`src/rtl/radix_digit_converter_defines.svh`:
```
// Assertion macros shared by the radix digit converter RTL.
// No dependencies; include by bare file name inside a module body.
`ifndef RADIX_DIGIT_CONVERTER_DEFINES_SVH
`define RADIX_DIGIT_CONVERTER_DEFINES_SVH

// Same-cycle implication, disabled while reset is high.
`define RDC_ASSERT_IMPLY(label, clk, rst, ante, cons) \
   label: assert property (@(posedge clk) disable iff (rst) (ante) |-> (cons)) \
      else $error("rdc: implication check failed");

// Next-cycle implication, disabled while reset is high.
`define RDC_ASSERT_NEXT(label, clk, rst, ante, cons) \
   label: assert property (@(posedge clk) disable iff (rst) (ante) |=> (cons)) \
      else $error("rdc: next-cycle check failed");

`endif

```
`src/rtl/rdc_pkg.sv`:
```
// Types, constants and the digit-to-ASCII function of the radix digit converter.
// No dependencies.
package rdc_pkg;

   localparam int unsigned VALUE_W     = 64;
   localparam int unsigned RADIX_W     = 5;
   localparam int unsigned DIGIT_W     = 4;
   localparam int unsigned CHAR_W      = 7;
   localparam int unsigned DIV_BITS    = 8;
   localparam int unsigned DIV_CYCLES  = VALUE_W / DIV_BITS;
   localparam int unsigned DIV_CNT_W   = $clog2(DIV_CYCLES);

   localparam logic [RADIX_W-1:0] RADIX_MIN = 5'd2;
   localparam logic [RADIX_W-1:0] RADIX_MAX = 5'd16;

   localparam logic [CHAR_W-1:0] LOWER_SET [16] = '{
      7'h30, 7'h31, 7'h32, 7'h33, 7'h34, 7'h35, 7'h36, 7'h37,
      7'h38, 7'h39, 7'h61, 7'h62, 7'h63, 7'h64, 7'h65, 7'h66
   };
   localparam logic [CHAR_W-1:0] UPPER_SET [16] = '{
      7'h30, 7'h31, 7'h32, 7'h33, 7'h34, 7'h35, 7'h36, 7'h37,
      7'h38, 7'h39, 7'h41, 7'h42, 7'h43, 7'h44, 7'h45, 7'h46
   };

   typedef struct packed {
      logic [VALUE_W-1:0] value;
      logic [RADIX_W-1:0] radix;
      logic               lower_letters;
   } rdc_req_type;

   typedef struct packed {
      logic [CHAR_W-1:0] digit_char;
      logic              last_digit;
   } rdc_rsp_type;

   typedef struct packed {
      logic               done;
      logic [VALUE_W-1:0] quotient;
      logic [DIGIT_W-1:0] remainder;
   } rdc_div_result_type;

   function automatic logic [CHAR_W-1:0] rdc_digit_char(input logic [DIGIT_W-1:0] digit,
                                                        input logic lower);
      if (lower) begin
         return LOWER_SET[digit];
      end
      return UPPER_SET[digit];
   endfunction

endpackage

```
`src/rtl/rdc_divider.sv`:
```
// Shared iterative divider: 64-bit dividend by a 2..16 divisor, 8 quotient bits a cycle.
// Depends on rdc_pkg and radix_digit_converter_defines.svh.
module rdc_divider (
   input  logic                          clock,
   input  logic                          reset,
   input  logic                          start,
   input  logic [rdc_pkg::VALUE_W-1:0]   dividend,
   input  logic [rdc_pkg::RADIX_W-1:0]   divisor,
   output rdc_pkg::rdc_div_result_type   result
);
   import rdc_pkg::*;

   logic [VALUE_W-1:0]   quo_ff,  quo_in;
   logic [DIGIT_W-1:0]   rem_ff,  rem_in;
   logic [DIV_CNT_W-1:0] cnt_ff,  cnt_in;
   logic                 run_ff,  run_in;
   logic                 done_ff, done_in;
   logic [VALUE_W-1:0]   step_quo;
   logic [DIGIT_W-1:0]   step_rem;

   always_comb begin
      logic [RADIX_W-1:0] partial;
      step_quo = quo_ff;
      step_rem = rem_ff;
      for (int i = 0; i < DIV_BITS; i++) begin
         partial = {step_rem, step_quo[VALUE_W-1]};
         if (partial >= divisor) begin
            step_rem = DIGIT_W'(partial - divisor);
            step_quo = {step_quo[VALUE_W-2:0], 1'b1};
         end else begin
            step_rem = partial[DIGIT_W-1:0];
            step_quo = {step_quo[VALUE_W-2:0], 1'b0};
         end
      end
   end

   always_comb begin
      quo_in  = quo_ff;
      rem_in  = rem_ff;
      cnt_in  = cnt_ff;
      run_in  = run_ff;
      done_in = 1'b0;
      if (start) begin
         quo_in = dividend;
         rem_in = '0;
         cnt_in = '0;
         run_in = 1'b1;
      end else if (run_ff) begin
         quo_in = step_quo;
         rem_in = step_rem;
         cnt_in = cnt_ff + 1'b1;
         if (cnt_ff == DIV_CNT_W'(DIV_CYCLES - 1)) begin
            run_in  = 1'b0;
            done_in = 1'b1;
         end
      end
   end

   always_ff @(posedge clock) begin
      if (reset) begin
         cnt_ff  <= '0;
         run_ff  <= 1'b0;
         done_ff <= 1'b0;
      end else begin
         cnt_ff  <= cnt_in;
         run_ff  <= run_in;
         done_ff <= done_in;
      end
   end

   always_ff @(posedge clock) begin
      quo_ff <= quo_in;
      rem_ff <= rem_in;
   end

   assign result.done      = done_ff;
   assign result.quotient  = quo_ff;
   assign result.remainder = rem_ff;

   `include "radix_digit_converter_defines.svh"

   `RDC_ASSERT_IMPLY(a_rem_below_divisor, clock, reset, done_ff, {1'b0, rem_ff} < divisor)
   `RDC_ASSERT_IMPLY(a_done_ends_run, clock, reset, done_ff, !run_ff || $past(start))
   `RDC_ASSERT_NEXT(a_start_runs, clock, reset, start, run_ff)

endmodule

```
`src/rtl/radix_digit_converter.sv`:
```
// All digits are first computed one at a time in the shared divider (shift steps and a
// handoff per digit), then emitted one per rsp_strobe pulse; busy stays high through
// the whole conversion. Throughput: one request at a time; the next request is taken
// once busy falls.
// Reset (synchronous, active high) returns to idle and clears the digit count and strobe;
// the digit store holds no reset value and is always written before it is read.
module radix_digit_converter #(
   parameter int unsigned MAX_DIGITS = 64
) (
   input  logic                  clock,
   input  logic                  reset,
   input  logic                  start,
   output logic                  busy,
   input  rdc_pkg::rdc_req_type  req_data,
   output logic                  rsp_strobe,
   output rdc_pkg::rdc_rsp_type  rsp_data
);
   import rdc_pkg::*;

   localparam int unsigned CNT_W = $clog2(MAX_DIGITS + 1);
   localparam int unsigned IDX_W = $clog2(MAX_DIGITS);

   typedef enum logic [3:0] {
      ST_IDLE   = 4'b0001,
      ST_DIVIDE = 4'b0010,
      ST_READ   = 4'b0100,
      ST_EMIT   = 4'b1000
   } rdc_state_type;

   rdc_state_type      state_ff, state_in;
   logic [CNT_W-1:0]   count_ff, count_in;
   logic [IDX_W-1:0]   idx_ff,   idx_in;
   logic [RADIX_W-1:0] radix_ff, radix_in;
   logic               lower_ff, lower_in;
   logic               rsp_strobe_ff, rsp_strobe_in;
   rdc_rsp_type        rsp_data_ff,   rsp_data_in;

   logic [DIGIT_W-1:0] digit_store [MAX_DIGITS];
   logic [DIGIT_W-1:0] rd_data_ff;
   logic               wr_en;

   logic               div_start;
   logic [VALUE_W-1:0] div_dividend;
   rdc_div_result_type div_res;

   rdc_divider u_divider (
      .clock    (clock),
      .reset    (reset),
      .start    (div_start),
      .dividend (div_dividend),
      .divisor  (radix_ff),
      .result   (div_res)
   );

   always_comb begin
      state_in      = state_ff;
      count_in      = count_ff;
      idx_in        = idx_ff;
      radix_in      = radix_ff;
      lower_in      = lower_ff;
      rsp_strobe_in = 1'b0;
      rsp_data_in   = rsp_data_ff;
      div_start     = 1'b0;
      div_dividend  = div_res.quotient;
      wr_en         = 1'b0;
      case (state_ff)
         ST_IDLE: begin
            if (start) begin
               if (req_data.radix < RADIX_MIN) begin
                  radix_in = RADIX_MIN;
               end else if (req_data.radix > RADIX_MAX) begin
                  radix_in = RADIX_MAX;
               end else begin
                  radix_in = req_data.radix;
               end
               lower_in     = req_data.lower_letters;
               count_in     = '0;
               div_start    = 1'b1;
               div_dividend = req_data.value;
               state_in     = ST_DIVIDE;
            end
         end
         ST_DIVIDE: begin
            if (div_res.done) begin
               if (count_ff < CNT_W'(MAX_DIGITS)) begin
                  wr_en    = 1'b1;
                  count_in = count_ff + 1'b1;
               end
               if (div_res.quotient != '0) begin
                  div_start = 1'b1;
               end else begin
                  idx_in   = IDX_W'(count_in - 1'b1);
                  state_in = ST_READ;
               end
            end
         end
         ST_READ: begin
            state_in = ST_EMIT;
         end
         ST_EMIT: begin
            rsp_strobe_in          = 1'b1;
            rsp_data_in.digit_char = rdc_digit_char(rd_data_ff, lower_ff);
            rsp_data_in.last_digit = (idx_ff == '0);
            if (idx_ff == '0) begin
               state_in = ST_IDLE;
            end else begin
               idx_in   = idx_ff - 1'b1;
               state_in = ST_READ;
            end
         end
         default: begin
            state_in = ST_IDLE;
         end
      endcase
   end

   always_ff @(posedge clock) begin
      if (reset) begin
         state_ff      <= ST_IDLE;
         count_ff      <= '0;
         idx_ff        <= '0;
         rsp_strobe_ff <= 1'b0;
      end else begin
         state_ff      <= state_in;
         count_ff      <= count_in;
         idx_ff        <= idx_in;
         rsp_strobe_ff <= rsp_strobe_in;
      end
   end

   always_ff @(posedge clock) begin
      radix_ff    <= radix_in;
      lower_ff    <= lower_in;
      rsp_data_ff <= rsp_data_in;
   end

   always_ff @(posedge clock) begin
      if (wr_en) begin
         digit_store[count_ff[IDX_W-1:0]] <= div_res.remainder;
      end
      rd_data_ff <= digit_store[idx_ff];
   end

   assign busy       = (state_ff != ST_IDLE);
   assign rsp_strobe = rsp_strobe_ff;
   assign rsp_data   = rsp_data_ff;

   `include "radix_digit_converter_defines.svh"

   `RDC_ASSERT_IMPLY(a_done_in_divide, clock, reset, div_res.done, state_ff == ST_DIVIDE)
   `RDC_ASSERT_IMPLY(a_count_bounded, clock, reset, 1'b1, count_ff <= CNT_W'(MAX_DIGITS))
   `RDC_ASSERT_NEXT(a_last_ends_burst, clock, reset, rsp_strobe && rsp_data.last_digit, !rsp_strobe)
   `RDC_ASSERT_NEXT(a_strobe_after_emit, clock, reset, state_ff == ST_EMIT, rsp_strobe)

endmodule
```
`config.mk`:
```
export PLATFORM = sky130hd
export DESIGN_NAME = radix_digit_converter
export DESIGN_NICKNAME = d
export VERILOG_FILES = /design/src/rtl/rdc_pkg.sv /design/src/rtl/rdc_divider.sv /design/src/rtl/radix_digit_converter.sv
export VERILOG_INCLUDE_DIRS = /design/src /design/src/rtl
export SDC_FILE = /design/constraint.sdc
export NUM_CORES = 1
export LEC_CHECK = 0
export ABC_AREA = 1
export BUFFER_PORTS_ARGS = -buffer_cell sky130_fd_sc_hd__buf_2
export CAP_MARGIN = 20
export CORE_MARGIN = 2
export CORE_UTILIZATION = 25
export CTS_CLUSTER_SIZE = 8
export DETAILED_ROUTE_END_ITERATION = 12
export GPL_TIMING_DRIVEN = 0
export PLACE_DENSITY = 0.47
export SLEW_MARGIN = 25
export SYNTH_ARGS = -nofsm -noshare
export SYNTH_HDL_FRONTEND = slang
export SYNTH_SLANG_ARGS = --single-unit
export TNS_END_PERCENT = 10
```
`constraint.sdc`:
```
create_clock -name clock -period 9.2 [get_ports clock]
set_clock_uncertainty 0.05 [all_clocks]
set_input_delay 1.84 -clock clock [delete_from_list [all_inputs] [get_ports clock]]
set_output_delay 1.84 -clock clock [all_outputs]
set_load 0.05 [all_outputs]
```
==> metrics.cfg <==
[setup_path]
endpoint_kind = register
cp-endpoint = u_divider.rem_ff[3]$_SDFFE_PP0P_
reg2reg_from = radix_ff[2]$_SDFFCE_PP0P_
worstPathArrival_ns = 9.65
r2r_end = u_divider.rem_ff[3]$_SDFFE_PP0P_
path_class = reg2reg
worstRegToRegCells = 65
crit_fanout = 8
crit_required_ns = 9.60
cp_slowest_cell = edfxtp_1
cp-startpoint = radix_ff[2]$_SDFFCE_PP0P_
rrSetupSlack_ns = -0.05
crit_path_max_incr_delay_ns = 0.37
cp-start-kind = register

[clock_network]
h-tree-depth = 2
postCtsHoldBufs = 0
clkTransAtPathRegs_ns = 0.05
cts_root_buffer = clkbuf_16
cts_tree = yes
clk_latency_ns = 0.60
cts-buffers-inserted = 52
clock_path_buffers = 3
cts.sinks = 365

[placement]
hpwl_um = 35730
io_buffers = 82
place_congestion = 0.8503

[grt]
grt_pass1_wl_um = 82790
antenna_found_initial = 10
grt_pass1_vias = 13610
grt_overflow_total = 0
grt_max_degree = 35
track_usage_pct = 15.50

[routing]
ant_nets = 0
detail_route.wl_per_cell_um = 19.69
wl_um = 56010
first_iter_violations = 1226
firstDrtPassIters = 5
viasPerCell = 4.755
drc_errors = 0
num_vias = 13530

[run_status]
violations = setup timing
outcome = finished with violations

[die]
dieHeight_um = 267.0
die_w_um = 267.0
die-area_um2 = 71280
initial_core_util_pct = 25.21
num_rows = 96
ios = 83
core_area_um2 = 68590

[yosys]
netlist_area_um2 = 17290
async_reset_ff_share_pct = 0
synth_cell_types = 44
ys_ff_latch = 365
seq_area_frac_synth_pct = 61.60
avgSynthCellArea_um2 = 10.36
syn_nets = 1796
synth_top_flop_cell = edfxtp_1
synth_edf_count = 334
synth_cells = 1669
synth_warnings = 0

[cells_and_area]
fillCellCount = 7037
syn2layout_area_growth_pct = 25.97
drive_gt1_share_pct = 22.51
layout.nets = 2007

[sta]
setup_slack_ns = -0.04779
timing_hold_violations_final = 0
fin_crit_sh_pct = 100.5
report.final.slew_viol_count = 0
fmax_mhz = 108.1
worst_slew_pin_slew_ns = 0.9001
rsz0062_at_grt = yes
setup_viol_count_final = 2
max-slew-margin-rel_pct = 39.81
period_needed_ns = 9.248
finalSetupTns_ns = -0.06611

[worst_hold_path]
hold_path_class = reg2reg
whs_path_depth = 2

[run]
drv_cap = 0

==> cell usage after synthesis (6+ instances only) <==
library cell | count | area share, %
or2_2 | 11 | 0.40
dfxtp_1 | 31 | 3.6
nand4_1 | 33 | 1.2
o21ai_1 | 53 | 1.5
nand2_1 | 311 | 6.8
o21ai_0 | 106 | 3.1
inv_2 | 19 | 0.41
inv_1 | 128 | 2.8
buf_2 | 14 | 0.41
o221ai_1 | 28 | 1.4
nand3_1 | 123 | 3.6
ha_1 | 46 | 3.3
o21ai_2 | 19 | 0.96
nand2_2 | 13 | 0.47
o22ai_1 | 18 | 0.65
buf_6 | 9 | 0.59
a31oi_1 | 10 | 0.36
fa_1 | 8 | 0.93
o211ai_1 | 6 | 0.26
clkbuf_1 | 39 | 0.85
nor2_1 | 212 | 4.6
a21o_1 | 6 | 0.26
a21oi_1 | 33 | 0.96
xnor2_1 | 12 | 0.61
buf_1 | 7 | 0.15
edfxtp_1 | 334 | 58
==> how the worst min path moves through the flow <==
stage / startpoint / to / slack, ns
final: u_divider.cnt_ff[1]$_SDFFE_PP0P_ / u_divider.cnt_ff[1]$_SDFFE_PP0P_ / 0.42
after global routing: u_divider.cnt_ff[2]$_SDFFE_PP0P_ / u_divider.cnt_ff[2]$_SDFFE_PP0P_ / 0.44
after CTS: u_divider.cnt_ff[1]$_SDFFE_PP0P_ / u_divider.cnt_ff[1]$_SDFFE_PP0P_ / 0.42
after detailed placement: u_divider.cnt_ff[1]$_SDFFE_PP0P_ / u_divider.cnt_ff[1]$_SDFFE_PP0P_ / 0.41
after global placement: u_divider.cnt_ff[1]$_SDFFE_PP0P_ / u_divider.cnt_ff[1]$_SDFFE_PP0P_ / 0.40
after floorplan: u_divider.cnt_ff[1]$_SDFFE_PP0P_ / u_divider.cnt_ff[1]$_SDFFE_PP0P_ / 0.39
==> layer usage <==
metal  track usage [%]  vias up  share of wire, %
li1                  -     6270                 -
met1             20.24     6616                43
met2             25.83      517                47
met3             3.211      115               7.3
met4             4.570       10               2.6
met5                 0        -              0.11
==> stage by stage <==
stage	utilization (%)	std cells	cell area [um2]	hold slack (ns)	setup slack, ns
floorplan	-	1669	17330	0.3947	0.05833
global placement	27.57	2682	18910	0.4022	-1.704
detailed placement	27.71	2685	19000	0.4149	-1.878
CTS	31.04	2818	21290	0.4225	0.01456
global route	31.75	2844	21780	0.4429	-0.6176
finish	31.76	2845	21780	0.4235	-0.04779
==> worst max-delay path: cells and delay by family, from the launching register on <==
| kind | cells | cell delay [ns] |
|---|---|---|
| AOI/OAI and AO/OA | 9 | 1.36 |
| adders and majority gates | 8 | 2.11 |
| buffers and inverters | 10 | 0.90 |
| DFF | 1 | 0.37 |
| and+or+nand+nor | 38 | 4.32 |
==> flip-flops by register name (all words and copies together) (netlist names) <==
signal             cells
rd_data_ff             4
u_divider.run_ff       1
u_divider.rem_ff       4
u_divider.quo_ff      64
idx_ff                 6
u_divider.done_ff      1
state_ff               4
u_divider.cnt_ff       3
count_ff               7
radix_ff               5
rsp_strobe             1
digit_store          256
rsp_data               8
lower_ff               1
==> kinds of logic (layout without fill, tap and decap cells) <==
family / after synthesis / after routing / synth area share, %
XOR/XNOR: 17 / 17 / 0.8612
adder cells (fa/ha/maj): 54 / 54 / 4.255
AO/OA/AOI/OAI: 292 / 292 / 10.14
flip-flops: 365 / 365 / 61.60
buffers and inverters: 217 / 458 / 5.203
AND/OR/NAND/NOR: 724 / 724 / 17.94
other: 0 / 4 / 0
==> cell usage in the layout (no fill, tap or decap), drive strengths merged <==
master,instances
nand3,126
clkinv,4
diode,4
clkbuf,118
buf,187
a21oi,38
nor3,4
fa,8
xnor2,12
o2111ai,1
inv,146
o211ai,6
nor2,218
nand4,33
clkinvlp,3
nand3b,4
or2,12
nand2,324
a31oi,10
edfxtp,334
o211a,1
o21ai,178
a21boi,4
a21o,6
o221ai,28
xor2,5
o21bai,2
ha,46
dfxtp,31
o22ai,18
and2,3
==> layout make-up <==
| cell class | count | area, um2 | share of cell area, % |
|---|---|---|---|
| Multi-Input combinational cell | 1087 | 6377 | 29.28 |
| Antenna cell | 4 | 10.01 | 0.04596 |
| Sequential cell | 365 | 10670 | 48.97 |
| Clock buffer | 79 | 1423 | 6.532 |
| Buffer | 69 | 344.1 | 1.580 |
| Inverter | 148 | 579.3 | 2.660 |
| Timing Repair Buffer | 157 | 1147 | 5.268 |
| Clock inverter | 5 | 68.82 | 0.3160 |
| Tap cell | 931 | 1165 | 5.348 |
==> repair_timing <==
action                     in CTS  in global routing
setup endpoints to repair       6                  5
pin swaps                      29                 73
setup buffers                  49                 24
resized for setup              56                 75
Power is left out: the tool's default activity adds up to more than one toggle a clock period on the data nets, which glitch-free logic cannot reach.
